[src/rtl/swdr_pkg.sv]
// Types and constants for the LIFO stack with duplicate removal
`timescale 1ns / 1ps

package swdr_pkg;

	localparam int REQ_W  = 2;
	localparam int POP_W  = 32;
	localparam int STAT_W = 2;
	localparam int DOUT_W = 7;

	typedef enum logic [REQ_W-1:0] {
		REQ_PUSH  = 2'd0,
		REQ_POP   = 2'd1,
		REQ_DEDUP = 2'd2
	} req_t;

	typedef enum logic [STAT_W-1:0] {
		ST_OK    = 2'd0,
		ST_UNDER = 2'd1,
		ST_OVER  = 2'd2
	} stat_t;

	typedef enum logic [1:0] {
		DD_IDLE,
		DD_LOADV,
		DD_SCAN
	} dd_state_t;

	typedef struct packed {
		logic busy;
		logic done;
	} dd_ctl_t;

endpackage

[src/rtl/swdr_mem.sv]
// Stack storage: one write port, one read port, registered read data
`timescale 1ns / 1ps

module swdr_mem #(
	parameter int DEPTH      = 64,
	parameter int DATA_WIDTH = 32,
	parameter int AW         = (DEPTH > 1) ? $clog2(DEPTH) : 1
) (
	input  logic                  clk,
	input  logic                  we,
	input  logic [AW-1:0]         waddr,
	input  logic [DATA_WIDTH-1:0] wdata,
	input  logic                  re,
	input  logic [AW-1:0]         raddr,
	output logic [DATA_WIDTH-1:0] rdata
);

	logic [DATA_WIDTH-1:0] mem [DEPTH];
	logic [DATA_WIDTH-1:0] rdata_q;

	always_ff @(posedge clk) begin
		if (we) begin
			mem[waddr] <= wdata;
		end
	end

	// read data holds until the next read
	always_ff @(posedge clk) begin
		if (re) begin
			rdata_q <= mem[raddr];
		end
	end

	assign rdata = rdata_q;

endmodule

[src/rtl/swdr_dedup.sv]
// Duplicate-removal sequencer: in-place compaction over the stack memory
`timescale 1ns / 1ps

module swdr_dedup #(
	parameter int DEPTH      = 64,
	parameter int DATA_WIDTH = 32,
	parameter int AW         = (DEPTH > 1) ? $clog2(DEPTH) : 1,
	parameter int CW         = $clog2(DEPTH + 1)
) (
	input  logic                  clk,
	input  logic                  arst_n,
	input  logic                  start,
	input  logic [CW-1:0]         cnt,
	input  logic [DATA_WIDTH-1:0] rdata,
	output logic                  re,
	output logic [AW-1:0]         raddr,
	output logic                  we,
	output logic [AW-1:0]         waddr,
	output logic [DATA_WIDTH-1:0] wdata,
	output logic [CW-1:0]         kept,
	output swdr_pkg::dd_ctl_t     ctl
);

	import swdr_pkg::*;

	// Entry i survives when no equal word sits above it. Survivors are copied
	// down to the write pointer, which never passes i, so unread entries stay.
	dd_state_t             state_q, state_d;
	logic [CW-1:0]         i_q, i_d;
	logic [CW-1:0]         j_q, j_d;
	logic [CW-1:0]         w_q, w_d;
	logic [CW-1:0]         n_q, n_d;
	logic [DATA_WIDTH-1:0] v_q, v_d;
	logic [CW-1:0]         i_nx;
	logic                  dup;

	assign i_nx = i_q + CW'(1);
	assign dup  = (rdata == v_q);

	always_ff @(posedge clk or negedge arst_n) begin
		if (!arst_n) begin
			state_q <= DD_IDLE;
		end else begin
			state_q <= state_d;
		end
	end

	always_ff @(posedge clk) begin
		i_q <= i_d;
		j_q <= j_d;
		w_q <= w_d;
		n_q <= n_d;
		v_q <= v_d;
	end

	always_comb begin
		state_d  = state_q;
		i_d      = i_q;
		j_d      = j_q;
		w_d      = w_q;
		n_d      = n_q;
		v_d      = v_q;
		re       = 1'b0;
		raddr    = i_nx[AW-1:0];
		we       = 1'b0;
		waddr    = w_q[AW-1:0];
		wdata    = v_q;
		ctl.done = 1'b0;
		ctl.busy = (state_q != DD_IDLE);
		case (state_q)
			DD_IDLE: begin
				if (start) begin
					re      = 1'b1;
					raddr   = '0;
					i_d     = '0;
					w_d     = '0;
					n_d     = cnt;
					state_d = DD_LOADV;
				end
			end
			DD_LOADV: begin
				v_d = rdata;
				if (i_nx == n_q) begin
					// topmost entry always survives and ends the pass
					we       = 1'b1;
					wdata    = rdata;
					w_d      = w_q + CW'(1);
					ctl.done = 1'b1;
					state_d  = DD_IDLE;
				end else begin
					re      = 1'b1;
					raddr   = i_nx[AW-1:0];
					j_d     = i_q + CW'(2);
					state_d = DD_SCAN;
				end
			end
			DD_SCAN: begin
				if (dup || (j_q == n_q)) begin
					if (!dup) begin
						we  = 1'b1;
						w_d = w_q + CW'(1);
					end
					re      = 1'b1;
					raddr   = i_nx[AW-1:0];
					i_d     = i_nx;
					state_d = DD_LOADV;
				end else begin
					re    = 1'b1;
					raddr = j_q[AW-1:0];
					j_d   = j_q + CW'(1);
				end
			end
			default: begin
				state_d = DD_IDLE;
			end
		endcase
	end

	assign kept = w_q + CW'(1);

endmodule

[src/rtl/stack_with_duplicate_removal.sv]
// Top level: bounded LIFO stack of signed words with duplicate removal
// The result passes through the s1 register and then the output register after the input transfer.
// Push, pop and unknown requests can be accepted back to back unless the output stalls or a walk runs.
// Remove-duplicates on n entries holds the input stalled until the walk ends: the
// compaction walk issues one memory read per cycle.
// Reset clears the fill count and the valid flags; stack memory contents are not reset.
`timescale 1ns / 1ps

module stack_with_duplicate_removal #(
	parameter int DEPTH      = 64,
	parameter int DATA_WIDTH = 32
) (
	input  logic                          clk,
	input  logic                          arst_n,
	input  logic                          in_valid,
	output logic                          in_stall,
	input  logic [swdr_pkg::REQ_W-1:0]    req_type,
	input  logic signed [swdr_pkg::POP_W-1:0] push_value,
	output logic                          out_valid,
	input  logic                          out_stall,
	output logic signed [swdr_pkg::POP_W-1:0] pop_value,
	output logic [swdr_pkg::STAT_W-1:0]   status,
	output logic [swdr_pkg::DOUT_W-1:0]   depth_after
);

	import swdr_pkg::*;

	localparam int AW = (DEPTH > 1) ? $clog2(DEPTH) : 1;
	localparam int CW = $clog2(DEPTH + 1);

	logic [CW-1:0]         fill_q, fill_d, fill_m1;
	logic                  acc, out_free;

	logic                  mem_we, mem_re;
	logic [AW-1:0]         mem_waddr, mem_raddr;
	logic [DATA_WIDTH-1:0] mem_wdata, rd_data;

	logic                  dd_start, dd_re, dd_we;
	logic [AW-1:0]         dd_raddr, dd_waddr;
	logic [DATA_WIDTH-1:0] dd_wdata;
	logic [CW-1:0]         dd_kept;
	dd_ctl_t               dd_ctl;

	logic                  nx_vld, nx_pop;
	stat_t                 nx_stat;

	logic                  vld_s1, pop_s1;
	stat_t                 status_s1;
	logic [DOUT_W-1:0]     depth_s1;

	logic                  out_vld_q;
	logic [POP_W-1:0]      pop_value_q;
	stat_t                 status_q;
	logic [DOUT_W-1:0]     depth_q;

	assign out_free = !out_vld_q || !out_stall;
	assign in_stall = dd_ctl.busy || (vld_s1 && !out_free);
	assign acc      = in_valid && !in_stall;
	assign fill_m1  = fill_q - CW'(1);

	swdr_mem #(
		.DEPTH      (DEPTH),
		.DATA_WIDTH (DATA_WIDTH)
	) u_mem (
		.clk   (clk),
		.we    (mem_we),
		.waddr (mem_waddr),
		.wdata (mem_wdata),
		.re    (mem_re),
		.raddr (mem_raddr),
		.rdata (rd_data)
	);

	swdr_dedup #(
		.DEPTH      (DEPTH),
		.DATA_WIDTH (DATA_WIDTH)
	) u_dedup (
		.clk    (clk),
		.arst_n (arst_n),
		.start  (dd_start),
		.cnt    (fill_q),
		.rdata  (rd_data),
		.re     (dd_re),
		.raddr  (dd_raddr),
		.we     (dd_we),
		.waddr  (dd_waddr),
		.wdata  (dd_wdata),
		.kept   (dd_kept),
		.ctl    (dd_ctl)
	);

	// request decode; the dedup walk owns the memory while it runs
	always_comb begin
		mem_we    = dd_we;
		mem_waddr = dd_waddr;
		mem_wdata = dd_wdata;
		mem_re    = dd_re;
		mem_raddr = dd_raddr;
		dd_start  = 1'b0;
		fill_d    = fill_q;
		nx_vld    = 1'b0;
		nx_pop    = 1'b0;
		nx_stat   = ST_OK;
		if (acc) begin
			nx_vld = 1'b1;
			case (req_type)
				REQ_PUSH: begin
					if (fill_q == CW'(DEPTH)) begin
						nx_stat = ST_OVER;
					end else begin
						mem_we    = 1'b1;
						mem_waddr = fill_q[AW-1:0];
						mem_wdata = DATA_WIDTH'(push_value);
						fill_d    = fill_q + CW'(1);
					end
				end
				REQ_POP: begin
					if (fill_q == '0) begin
						nx_stat = ST_UNDER;
					end else begin
						mem_re    = 1'b1;
						mem_raddr = fill_m1[AW-1:0];
						fill_d    = fill_m1;
						nx_pop    = 1'b1;
					end
				end
				REQ_DEDUP: begin
					// with two or more entries the result comes back when the walk ends
					if (fill_q >= CW'(2)) begin
						dd_start = 1'b1;
						nx_vld   = 1'b0;
					end
				end
				default: begin
				end
			endcase
		end else if (dd_ctl.done) begin
			nx_vld = 1'b1;
			fill_d = dd_kept;
		end
	end

	always_ff @(posedge clk or negedge arst_n) begin
		if (!arst_n) begin
			fill_q    <= '0;
			vld_s1    <= 1'b0;
			out_vld_q <= 1'b0;
		end else begin
			fill_q <= fill_d;
			if (acc || dd_ctl.done) begin
				vld_s1 <= nx_vld;
			end else if (out_free) begin
				vld_s1 <= 1'b0;
			end
			if (out_free) begin
				out_vld_q <= vld_s1;
			end
		end
	end

	always_ff @(posedge clk) begin
		if (acc || dd_ctl.done) begin
			pop_s1    <= nx_pop;
			status_s1 <= nx_stat;
			depth_s1  <= DOUT_W'(fill_d);
		end
		// pop data arrives from the memory while the request sits in s1
		if (out_free && vld_s1) begin
			pop_value_q <= pop_s1 ? POP_W'(signed'(rd_data)) : '0;
			status_q    <= status_s1;
			depth_q     <= depth_s1;
		end
	end

	assign out_valid   = out_vld_q;
	assign pop_value   = pop_value_q;
	assign status      = status_q;
	assign depth_after = depth_q;

endmodule

[config.mk]
export PLATFORM = sky130hd
export DESIGN_NAME = stack_with_duplicate_removal
export DESIGN_NICKNAME = d
export VERILOG_FILES = /design/src/rtl/swdr_pkg.sv /design/src/rtl/swdr_mem.sv /design/src/rtl/swdr_dedup.sv /design/src/rtl/stack_with_duplicate_removal.sv
export SDC_FILE = /design/constraint.sdc
export NUM_CORES = 2
export LEC_CHECK = 0
export BUFFER_PORTS_ARGS = -buffer_cell sky130_fd_sc_hd__buf_2
export CAP_MARGIN = 20
export CELL_PAD_IN_SITES_DETAIL_PLACEMENT = 1
export CELL_PAD_IN_SITES_GLOBAL_PLACEMENT = 2
export CORE_UTILIZATION = 45
export CTS_BUF_LIST = sky130_fd_sc_hd__clkbuf_4 sky130_fd_sc_hd__clkbuf_8
export CTS_CLUSTER_SIZE = 12
export DETAILED_ROUTE_END_ITERATION = 8
export GPL_ROUTABILITY_DRIVEN = 0
export PLACE_DENSITY_LB_ADDON = 0.05
export SETUP_SLACK_MARGIN = 0.4
export SYNTH_ARGS = -nofsm -noshare
export SYNTH_HDL_FRONTEND = slang
export SYNTH_SLANG_ARGS = --single-unit
[constraint.sdc]
create_clock -name clk -period 5.1 [get_ports clk]
set_clock_uncertainty 0.05 [all_clocks]
set_input_delay 0.51 -clock clk [delete_from_list [all_inputs] [get_ports clk]]
set_output_delay 0.51 -clock clk [all_outputs]
set_load 0.01 [all_outputs]
---- After elaboration in Yosys (flattened, before gate mapping) ----
Memories as Yosys holds them, arrays and structs flattened. A register that Yosys moved wholly into a read port is not among the register bits.
Index checks and enable logic that the tools add are counted.
word-level totals
  input bits .............................. 38
  output and inout port bits .............. 43
  logic and storage cells ................. 124
  register bits after elaboration ......... 122
  RAM bits ................................ 2048
  memories ................................ 1
cells by class
  reductions and logical operators ........ 25
  add/sub/neg operators ................... 6
  equal/unequal tests ..................... 14
  multiplexer cells ....................... 62
  order comparisons ....................... 1
memory list
  name       depth  width  read ports  clocked after Yosys merged registers in  wr ports  line            source
  u_mem.mem  64     32     1           1                                        1         swdr_mem.sv:18  logic [DATA_WIDTH-1:0] mem [DEPTH];
operators by type and width
  kind                 count
  $mux 32              5
  $mux 7               11
  $mux 6               8
  $pmux 7 s2           3
  $eq 32x32->1         1
  $add 7x1->7 const B  4
  $mux 1               25
  $pmux 7 s3           1
  $eq 7x7->1           2
  $pmux 6 s2           1
  $mux 2               4
  $ne 2x2->1 const B   4
  $reduce_bool 2->1    4
  $add 7x2->7 const B  1
  $eq 7x7->1 const B   1
  $ge 7x2->1 const B   1
  $logic_not 7->1      1
  $sub 7x1->7 const B  1
  $pmux 2 s3           1
  $reduce_and 2->1     3
  $reduce_and 3->1     2
  $reduce_and 5->1     1
  $eq 2x1->1 const B   2
  $eq 2x2->1 const B   2
  other kinds (9)      19

---- Logic depth before layout (Yosys ltp) ----
  word-level depth ........................ 13
  gate-level depth with buffers ........... 20
  depth with buffers taken out ............ 14

---- By module ----
From an unflattened synthesis, not the netlist that was laid out.
second synthesis, totals
  cell total of the unflattened synthesis .. 3866
  area, all modules ....................... 85907.4 um^2
by module, submodules not included
  module                        area each (um^2)  cells each  sequential area each (um^2)  times used
  swdr_mem                      78835.6           3324        62459.9                      1
  swdr_dedup                    3809.9            291         1851.8                       1
  stack_with_duplicate_removal  3261.9            251         1756.7                       1

---- Least setup slack after synthesis ----
Ideal clock, no wire load.
  kind .................................... register to register
  start point ............................. reg u_dedup.i_q[2]
  end point ............................... mem u_mem.mem[42][0], enable pin
  buffers on the path ..................... 1
  period minus slack after synthesis ...... 5.394 ns
  data required time ...................... 4.589 ns
  stages on the path, launching flop included .. 13
  path slack .............................. -0.294 ns
  data arrival time ....................... 4.883 ns
  library setup time ...................... 0.461 ns
  path through ............................ edfxtp_1 > ha_1 > nand2_1 > xor2_1 > xor2_1 > nand4_1 > nor4_1 > and2_1 > a31o_2 > a21boi_1 > or3b_2 > clkbuf_1 > nor3_1
between the ends
  word-level cells in the longest chain between the ends .. 9
RTL lines
  what                            line                                 source
  start, declared                 swdr_dedup.sv:29                     logic [CW-1:0] i_q, i_d;
  start signal, assigned          swdr_dedup.sv:49                     i_q <= i_d;
  $add 7x1->7 *                   swdr_dedup.sv:37                     assign i_nx = i_q + CW'(1);
  $eq 7x7->1 *                    swdr_dedup.sv:83                     if (i_nx == n_q) begin
  $mux 1 *                        swdr_dedup.sv:83
  $pmux 1 s2 *                    swdr_dedup.sv:70                     case (state_q)
  $mux 1                          stack_with_duplicate_removal.sv:108  if (fill_q == CW'(DEPTH)) begin
  $mux 1                          stack_with_duplicate_removal.sv:106  case (req_type)
  $mux 1 *                        stack_with_duplicate_removal.sv:104  if (acc) begin
  $mux 1 *                        swdr_mem.sv:22                       if (we) begin
  $mux 1 (implied by the code) *  swdr_mem.sv:23                       mem[waddr] <= wdata;
  end, declared                   swdr_mem.sv:18
Every way passes the cells marked *; elsewhere a longest branch is shown, timed or not.

---- Final worst setup path ----
  start point ............................. reg u_mem.rdata_q[6] (netlist: u_mem.rdata[6]), read port of u_mem.mem
  end point ............................... reg u_mem.rdata_q[15] (netlist: u_mem.rdata[15]), read port of u_mem.mem (data pin)
between the ends
  word-level cells in the longest chain between the ends .. 7
RTL lines
  what                line                                 source
  start, declared     swdr_mem.sv:19                       logic [DATA_WIDTH-1:0] rdata_q;
  $eq 32x32->1 *      swdr_dedup.sv:38                     assign dup = (rdata == v_q);
  $logic_or 1x1->1 *  swdr_dedup.sv:98                     if (dup || (j_q == n_q)) begin
  $mux 6 *            swdr_dedup.sv:98
  $pmux 6 s2 *        swdr_dedup.sv:70
  $mux 6              stack_with_duplicate_removal.sv:118  if (fill_q == '0) begin
  $mux 6              stack_with_duplicate_removal.sv:106
  $mux 6 *            stack_with_duplicate_removal.sv:104
Marks and branches as above.
A chain may end at the register's enable or synchronous reset.

==> impl_metrics.toml <==
[grt]
grt_pass1_vias = 52800
grt_pass1_wl_mm = 399
grt_max_degree = 68
grt_overflow_total = 0
antenna_found_initial = 13
grt_util_all_layers = 0.292

[power_and_ir_drop]
peakVddDrop_uv = 405
power.leakage_nw = 34.0
p_per_area_mw_per_mm2 = 689

[timing]
fin_crit_sh = 0.916
worst_pin_slew_ps = 1050
hold_viol = 0
report.final.slew_viol_count = 0
rsz0062_at_grt = "yes"
fin_crit_ps = 4670
fmax_ghz = 0.214
setup_viol_count_final = 0
tns_ps = 0
slew-limit-headroom = 0.302

[die]
dieHeight_um = 441
initial_utilization = 0.454
num_rows = 160
io_pins = 81
coreArea_mm2 = 0.191
dieArea_mm2 = 0.194
fp.dieW_um = 441

[hold_path]
holdCritPathClass = "in -> reg"
min_delay_path_depth = 4
min-delay-start = "push_value[7]"
holdPathEnd = "u_mem.mem[54][7]"

[critical_path]
slowest_stage = "o211ai_1"
cp-end-kind = "flip-flop"
crit_arrival_ps = 5420
critPathMaxFanout = 15
reg2reg_to = "u_mem.rdata[15]"
rr_startpoint = "u_mem.rdata[6]"
start_kind = "flip-flop"
reg2reg_depth = 16
cpPeakStageDelay_ps = 540
reg2reg_slack_ps = 430
crit_type = "reg -> reg"
crit_chain = "xnor2_2, nand4_1, nor4_2, buf_4, a21oi_1, buf_4, a21oi_4, a21o_4, buf_12, buf_12, buf_4, mux4_2, o211ai_1, and4_4, buf_12, nand4_1"
required_ps = 5840
startpoint = "u_mem.rdata[6]"

[final_layout]
regArea_mm2 = 0.0661
drive_gt1_frac = 0.264
multiInputGateArea_mm2 = 0.0200
finalCoreUtilization = 0.542
nets = 5954
area_growth_syn_to_layout_pct = 19.2
nFillCells = 17700

[routing]
vias = 52000
vias_per_cell = 5.99
drc = 0
routed_wl_mm = 285
ant_nets = 0
drt_iter0_drc = 5204
avgRoutedWirePerCell_um = 32.8
drtPass1Iterations = 5

[synthesis]
ys.flop_type = "edfxtp_1"
yosysSeqAreaShare = 0.763
syn_inst = 5172
synth_nets = 5223
synth_area_mm2 = 0.0866
yosys_warnings = 0
ys_types = 74
ys_ff_latch = 2202
syn_avg_cell_area_um2 = 16.7
async_flop_share = 0.00500
synth_edf_count = 2191

[clocking]
cts_tree = "done"
cts_buffers = 385
htree_levels = 5
clkLatencyLatePin_ps = 1100
cts.sinks = 2202
cts_root_buffer = "clkbuf_8"
clockBufferDepth = 4
clk_pin_slew_ps = 60

[flow_run]
maxCapViolCount = 0

[place]
port-buffer-count = 80
hpwlAfterDp_mm = 169

[run_status]
status = "finished clean"
## per-layer routing
metal	share of wire	vias up	GRT usage
met1	0.44	27700	0.431
met4	0.026	4	0.0822
li1	-	21900	-
met5	0.000095	-	0
met3	0.072	382	0.0501
met2	0.46	2060	0.449
## synthesized netlist by cell type (3+ instances only)
library cell / instances / share of area
a21oi_1: 65 / 0.0038
xor2_1: 13 / 0.0013
mux2i_1: 109 / 0.013
a221o_1: 4 / 0.00046
xnor2_1: 56 / 0.0057
a221oi_1: 14 / 0.0014
buf_8: 3 / 0.00052
nand4_1: 55 / 0.0040
inv_1: 13 / 0.00056
a22oi_1: 11 / 0.00095
a211oi_1: 7 / 0.00061
and3_1: 10 / 0.00072
inv_2: 3 / 0.00013
buf_6: 28 / 0.0036
edfxtp_1: 2191 / 0.76
nor2b_1: 6 / 0.00043
nand3_1: 339 / 0.020
a32oi_1: 64 / 0.0065
o21ai_0: 31 / 0.0018
nor2_1: 136 / 0.0059
o21ai_1: 3 / 0.00017
buf_4: 39 / 0.0034
ha_1: 13 / 0.0019
or2_2: 3 / 0.00022
nand2_1: 939 / 0.041
a21boi_0: 5 / 0.00043
or3_1: 13 / 0.00094
buf_2: 94 / 0.0054
clkbuf_1: 131 / 0.0057
o2111ai_1: 107 / 0.011
dfrtp_1: 11 / 0.0032
o211ai_1: 82 / 0.0071
mux4_2: 242 / 0.063
nand2b_1: 8 / 0.00058
and4_1: 32 / 0.0032
nand3b_1: 4 / 0.00035
a22o_1: 30 / 0.0030
o22ai_1: 4 / 0.00029
nor3_1: 25 / 0.0014
a31oi_1: 117 / 0.0085
and2_1: 39 / 0.0028
a21o_1: 7 / 0.00061
buf_1: 25 / 0.0011
## cell usage in the layout, fill, tap and decap left out, types with 9 or more instances in the layout
cell type      Yosys  routed
a22oi_1           11      11
o2111ai_1        107     101
o211ai_1          82      82
mux4_2           242     242
xnor2_1           56      47
mux2i_1          109     108
bufinv_16          0       9
a32oi_1           64      64
nand3_1          339     339
and4_1            32      28
dfrtp_1           11      11
clkinv_1           0      99
a31oi_1          117     113
edfxtp_1        2191    2191
and2_1            39      38
xor2_1            13      13
a21oi_4            0      34
a21oi_1           65      30
and3_1            10      10
buf_12             0     137
ha_1              13      11
dlygate4sd3_1      0      13
nand2_1          939     938
buf_2             94      80
a221oi_1          14      14
clkbuf_4           0     128
or3_1             13      12
nor3_1            25       9
nand4_1           55      55
nor2_1           136      73
clkbuf_8           0     389
clkinv_2           0      27
nor2_4             1      58
inv_1             13      12
buf_4             39     418
o21ai_0           31      30
a22o_1            30      30
## kinds of logic after synthesis
logic type / count (synthesis) / share of synthesized area
adder cells (fa/ha/maj): 13 / 0.00188
AO/OA/AOI/OAI: 574 / 0.0490
AND/OR/NAND/NOR: 1624 / 0.0826
XOR/XNOR: 69 / 0.00698
multiplexers: 354 / 0.0760
buffers and inverters: 336 / 0.0204
flip-flops: 2202 / 0.763
## flip-flops by register name, indices dropped and copies added (netlist names), 7 cells and up
name	cells
depth_after	7
depth_s1	7
fill_q	7
pop_value	32
u_dedup.i_q	7
u_dedup.j_q	7
u_dedup.n_q	7
u_dedup.v_q	32
u_dedup.w_q	7
u_mem.mem	2048
u_mem.rdata	32
## layout make-up
| cell class | count | share of cell area |
|---|---|---|
| Timing Repair Buffer | 664 | 0.0655 |
| Multi-Input combinational cell | 2634 | 0.194 |
| Antenna cell | 3 | 0.0000727 |
| Clock buffer | 517 | 0.0612 |
| Inverter | 16 | 0.000655 |
| Sequential cell | 2202 | 0.640 |
| Tap cell | 2511 | 0.0304 |
| Clock inverter | 144 | 0.00823 |
## critical path: cells and delay by family, from the launching register on
family          cells  cell delay [ps]
flops               1              510
compound gates      4             1020
simple gates        4              890
buf+inv             6             1120
xor+xnor            1              240
mux                 1              520
## how the worst max path moves through the flow
stage | end | slack [ps] | depth (start not counted)
2_1_floorplan | u_mem.mem[42][0] | -290 | 12
3_3_place_gp | u_mem.rdata[3] | -320 | 16
3_5_place_dp | u_mem.rdata[3] | -310 | 16
4_1_cts | u_mem.rdata[15] | 400 | 16
5_1_grt | u_mem.mem[16][15] | 310 | 13
6_report | u_mem.rdata[15] | 430 | 16
## through the flow
stage	power [W]	worst slack [ps]	hold WS, ps	cells	cell area (um2)
after global routing	0.0737	310	92.5	8690	103000
final	0.0711	427	99.1	8691	103000
after global placement	0.0542	-317	359	7926	94700
after CTS	0.0711	403	34.5	8650	103000
after floorplan	0.0386	-294	164	5172	86700
after detailed placement	0.0545	-314	358	7926	94700
## what timing repair did
action                                  4_1_cts  5_1_grt
pin swaps                                    11       16
setup buffers                                46       37
hold buffers                                 13        0
endpoints found under the setup margin       31       96
gates resized for setup                      36       21
gates cloned                                  4        1
endpoints found under the hold margin        83        0
## where the power goes
group          internal, W  switching (W)  total, W
registers           0.0226       0.000551    0.0231
clock network      0.00843        0.00713    0.0156
logic               0.0126         0.0199    0.0325
total               0.0435         0.0276    0.0711
Power figures use the tool's default switching activity.
